File: src/rtl/wps_pkg.sv
// wps_pkg: shared widths, defaults, controller states and the
// command/status structs of the waveform pedestal subtract block
// no dependencies
package wps_pkg;

  localparam int DATA_W  = 16;
  localparam int CFG_W   = 7;
  localparam int PED_W   = 24;
  localparam int SD_W    = 24;
  localparam int SUM_W   = 40;
  localparam int PED_FRAC = 8;

  localparam int DEF_MAX_PED   = 64;
  localparam int DEF_MAX_TRACE = 65536;
  localparam logic [CFG_W-1:0] DEF_PED_COUNT = 7'd10;

  // reciprocal of n as ceil(2^(RECIP_SHIFT-1)/n), scaled for a divide by 2n
  localparam int RECIP_W     = 31;
  localparam int RECIP_SHIFT = 32;

  typedef enum logic [3:0] {
    ST_IDLE,
    ST_READ,
    ST_PREP,
    ST_MUL,
    ST_SAT,
    ST_PED_GO,
    ST_PED_WAIT,
    ST_SQ,
    ST_VAR_GO,
    ST_VAR_WAIT,
    ST_SQRT_WAIT,
    ST_EMIT
  } state_t;

  typedef struct packed {
    logic accept;
    logic rd;
    logic prep;
    logic mul;
    logic sat;
    logic ped_go;
    logic ped_take;
    logic sq;
    logic var_go;
    logic var_take;
    logic sd_take;
    logic emit;
  } cmd_t;

  typedef struct packed {
    logic go_replay;
    logic go_corr;
    logic raw;
    logic final_item;
    logic more;
    logic div_done;
    logic sqrt_done;
    logic out_free;
  } status_t;

endpackage

File: src/rtl/wps_ctrl.sv
// wps_ctrl: sequencer for accept, replay, correction, statistics and emit
// depends on wps_pkg
module wps_ctrl (
  input  logic             clk,
  input  logic             rst,
  input  logic             in_valid,
  output logic             in_ready,
  input  wps_pkg::status_t st,
  output wps_pkg::cmd_t    cmd
);

  wps_pkg::state_t state, state_next;

  always_ff @(posedge clk) begin
    if (rst) begin
      state <= wps_pkg::ST_IDLE;
    end else begin
      state <= state_next;
    end
  end

  always_comb begin
    state_next = state;
    cmd        = '0;
    in_ready   = 1'b0;
    case (state)
      wps_pkg::ST_IDLE: begin
        in_ready   = 1'b1;
        cmd.accept = in_valid;
        if (in_valid) begin
          if (st.go_replay) begin
            state_next = wps_pkg::ST_READ;
          end else if (st.go_corr) begin
            state_next = wps_pkg::ST_PREP;
          end
        end
      end
      wps_pkg::ST_READ: begin
        cmd.rd     = 1'b1;
        state_next = st.raw ? wps_pkg::ST_EMIT : wps_pkg::ST_PREP;
      end
      wps_pkg::ST_PREP: begin
        cmd.prep   = 1'b1;
        state_next = wps_pkg::ST_MUL;
      end
      wps_pkg::ST_MUL: begin
        cmd.mul    = 1'b1;
        state_next = wps_pkg::ST_SAT;
      end
      wps_pkg::ST_SAT: begin
        cmd.sat    = 1'b1;
        state_next = st.final_item ? wps_pkg::ST_PED_GO : wps_pkg::ST_EMIT;
      end
      wps_pkg::ST_PED_GO: begin
        cmd.ped_go = 1'b1;
        state_next = wps_pkg::ST_PED_WAIT;
      end
      wps_pkg::ST_PED_WAIT: begin
        if (st.div_done) begin
          cmd.ped_take = 1'b1;
          state_next   = wps_pkg::ST_SQ;
        end
      end
      wps_pkg::ST_SQ: begin
        cmd.sq     = 1'b1;
        state_next = wps_pkg::ST_VAR_GO;
      end
      wps_pkg::ST_VAR_GO: begin
        cmd.var_go = 1'b1;
        state_next = wps_pkg::ST_VAR_WAIT;
      end
      wps_pkg::ST_VAR_WAIT: begin
        if (st.div_done) begin
          cmd.var_take = 1'b1;
          state_next   = wps_pkg::ST_SQRT_WAIT;
        end
      end
      wps_pkg::ST_SQRT_WAIT: begin
        if (st.sqrt_done) begin
          cmd.sd_take = 1'b1;
          state_next  = wps_pkg::ST_EMIT;
        end
      end
      wps_pkg::ST_EMIT: begin
        if (st.out_free) begin
          cmd.emit = 1'b1;
          if (!st.final_item && st.more) begin
            state_next = wps_pkg::ST_READ;
          end else begin
            state_next = wps_pkg::ST_IDLE;
          end
        end
      end
      default: begin
        state_next = wps_pkg::ST_IDLE;
      end
    endcase
  end

endmodule

File: config.mk
export PLATFORM = sky130hd
export DESIGN_NAME = wps_ctrl
export DESIGN_NICKNAME = d
export VERILOG_FILES = /design/src/rtl/wps_pkg.sv /design/src/rtl/wps_ctrl.sv
export SDC_FILE = /design/constraint.sdc
export NUM_CORES = 1
export LEC_CHECK = 0
export BUFFER_PORTS_ARGS = -buffer_cell sky130_fd_sc_hd__buf_2
export CAP_MARGIN = 20
export CORE_AREA = 2 2 39 41
export DETAILED_ROUTE_END_ITERATION = 8
export DIE_AREA = 0 0 41 43
export HOLD_SLACK_MARGIN = 0.03
export PLACE_DENSITY_LB_ADDON = 0.15
export SYNTH_ARGS = -nofsm -noshare
export SYNTH_HDL_FRONTEND = slang
export SYNTH_SLANG_ARGS = --single-unit
File: constraint.sdc
create_clock -name clk -period 4 [get_ports clk]
set_input_delay 0.6 -clock clk [delete_from_list [all_inputs] [get_ports clk]]
set_output_delay 0.6 -clock clk [all_outputs]
set_load 0.01 [all_outputs]
==> flow_metrics.py <==
metrics = {
    "worst_hold_path": {
        "min_path_type": "in2reg",
    },
    "routing": {
        "first_pass_iters": 4,
        "avgRoutedWirePerCell_um": 12.2,
        "via_per_inst": 5.48,
        "drc": 0,
        "via_count": 570,
        "routed_wl_mm": 1.27,
        "ant_nets": 0,
        "drtIter0Drc": 9,
    },
    "critical_path": {
        "worstPathRequired_ps": 3400,
        "path_class": "reg2out",
        "cp.arrival_ps": 1640,
        "cp_max_fo": 23,
        "worstSetupStartpointType": "flip-flop",
        "end_kind": "output port",
    },
    "die": {
        "fp.dieW_um": 41,
        "die_h_um": 43,
        "ios": 24,
        "core-area_um2": 1380,
        "dieArea_um2": 1760,
        "start_util_pct": 38.1,
        "rows": 14,
    },
    "placement": {
        "numPortBuffers": 23,
        "dp_hpwl_um": 901,
        "place.gp.congestion": 0.740,
        "place_area_um2": 621,
    },
    "flow_run": {
        "maxCapViolations": 0,
    },
    "sta": {
        "slew_headroom_pct": 52.2,
        "fin_tns_setup_ps": 0,
        "finalSetupViolCount": 0,
        "finClkSkew_ps": 5.25,
        "tightest_slew_ps": 715,
        "period_share_pct": 56.0,
        "fmax_mhz": 447,
        "fin_crit_ps": 2240,
        "final_max_slew_viol_count": 0,
        "hold_violations": 0,
        "rsz0062_at_grt": "no",
    },
    "cells_and_area": {
        "multiInputGateArea_um2": 398,
        "seq_area_um2": 80.1,
        "finalNetCount": 101,
        "drive_gt1_share_pct": 35.2,
        "fin_area_um2": 643,
        "nFillCells": 143,
        "regMostFlops": "state",
        "top_regs": "state: 4 flops",
        "num_antenna_cells": 0,
        "area_delta_synth_final_pct": 22.1,
        "largest_register_ff_count": 4,
    },
    "grt": {
        "grt_start_max_net_pins": 24,
        "grtUsageTotal_pct": 17.5,
        "grt_pass1_wl_mm": 2.13,
        "globalRouteOverflowTotal": 0,
        "grt_pass1_vias": 488,
        "antenna_found_initial": 0,
    },
    "clocking": {
        "cts_max_path_buffers": 2,
        "cts_buffers": 3,
        "clk_pin_slew_worst_paths_ps": 40,
        "post-cts-setup-buffer-count": 0,
        "clock-root-buffer": "clkbuf_4",
        "clock-sinks": 4,
        "ctsHoldBuffers": 0,
        "clk-insertion-delay-late_ps": 240,
        "cts_tree": "yes",
        "cts_max_level": 1,
        "ctsResizeCount": 0,
    },
    "outcome": {
        "status": "finished, final reports clean",
    },
    "yosys": {
        "ys.flop_type": "dfxtp_1",
        "synth.yosys.seq_area_share_pct": 15.2,
        "synth_edf_count": 0,
        "async_flop_share_pct": 0,
        "synth_cell_types": 32,
        "yosysWarnings": 0,
        "synth_nets": 81,
        "synth_seq_cells": 4,
        "ys_top_cells_by_area": "dfxtp_1 (15%), nor2_1 (7.1%), mux2i_1 (5.7%), a2111oi_4 (5.2%), nor4b_1 (5.0%)",
        "synth_area_leader_cell": "dfxtp_1",
        "syn_area_per_cell_um2": 7.53,
        "synth_area_um2": 527,
        "synth_top_area_share_pct": 15.2,
        "netlist_instances": 70,
    },
    "power": {
        "leakage_nw": 0.284,
        "p_per_area_nw_per_um2": 603,
        "peakVddDrop_uv": 301,
    },
}
[where the power goes]
part	internal (mW)	switching (mW)
Sequential	0.0540	0.0739
Combinational	0.116	0.0931
Clock	0.0336	0.0173
[placed cells by master, fill, tap and decap left out, types with 2 or more instances in the layout]
cell and n:
a21oi_1 4, a221oi_1 2, buf_2 23, clkbuf_4 3
dfxtp_1 4, inv_1 2, mux2i_1 3, nand2_1 5
nand2b_1 3, nand4bb_1 2, nor2_1 10, nor2b_1 2
nor3_1 3, nor4_1 2, nor4b_1 3, o21ai_0 3
[critical path: stages, from the launching register on]
cell and delay [ps]:
dfxtp_1 760, nand2_1 150, nor4b_1 300, buf_2 180
[synthesized netlist by cell type (2+ instances only)]
library cell	number
nor2_1	10
a221oi_1	2
dfxtp_1	4
buf_2	3
mux2i_1	3
nor4_1	2
nor2b_1	2
buf_1	2
o21ai_0	3
nor4b_1	3
nand4bb_1	2
inv_1	2
nand2_1	5
nor3_1	3
clkbuf_1	2
nand2b_1	3
a21oi_1	4
[metrics by stage]
step | cells | hold WS, ps | power, mW | setup slack [ps] | util, %
after floorplan | 70 | 679 | 0.293 | 2170 | -
after detailed placement | 101 | 741 | 0.338 | 2000 | 44.8
after CTS | 104 | 605 | 0.390 | 1780 | 46.5
after global placement | 101 | 735 | 0.335 | 2040 | 44.8
after global routing | 104 | 623 | 0.425 | 1580 | 46.5
final | 104 | 609 | 0.388 | 1760 | 46.5
[cell type report]
class / count / share of cell area [%]
Multi-Input combinational cell: 56 / 61.9
Tap cell: 16 / 3.11
Sequential cell: 4 / 12.5
Timing Repair Buffer: 23 / 17.9
Clock buffer: 3 / 3.50
Inverter: 2 / 1.17
[per-layer routing]
layer	vias to the layer above	GRT usage (%)	wire [um]
li1	292	-	-
met1	262	25.4	574
met2	16	24.1	623
met3	0	4.71	70
met4	0	6.00	0
met5	-	0	0
[logic make-up after synthesis]
logic type / after synthesis / share of synthesized area [%]
AOI/OAI and AO/OA: 14 / 23.3
buffers and inverters: 10 / 9.26
DFF: 4 / 15.2
muxes: 4 / 8.55
and+or+nand+nor: 38 / 43.7
[worst paths after layout]
path	start	end	slack, ps	cells after the start
worst max register to register	state[0]$_SDFFE_PP0P_	state[1]$_SDFFE_PP0P_	2020	4
worst min register to register	state[3]$_SDFFE_PP0P_	state[3]$_SDFFE_PP0P_	750	2
worst min-delay path	rst	state[2]$_SDFFE_PP0P_	610	2
worst max-delay path	state[1]$_SDFFE_PP0P_	cmd[1]	1760	3
Power figures use the tool's default switching activity.
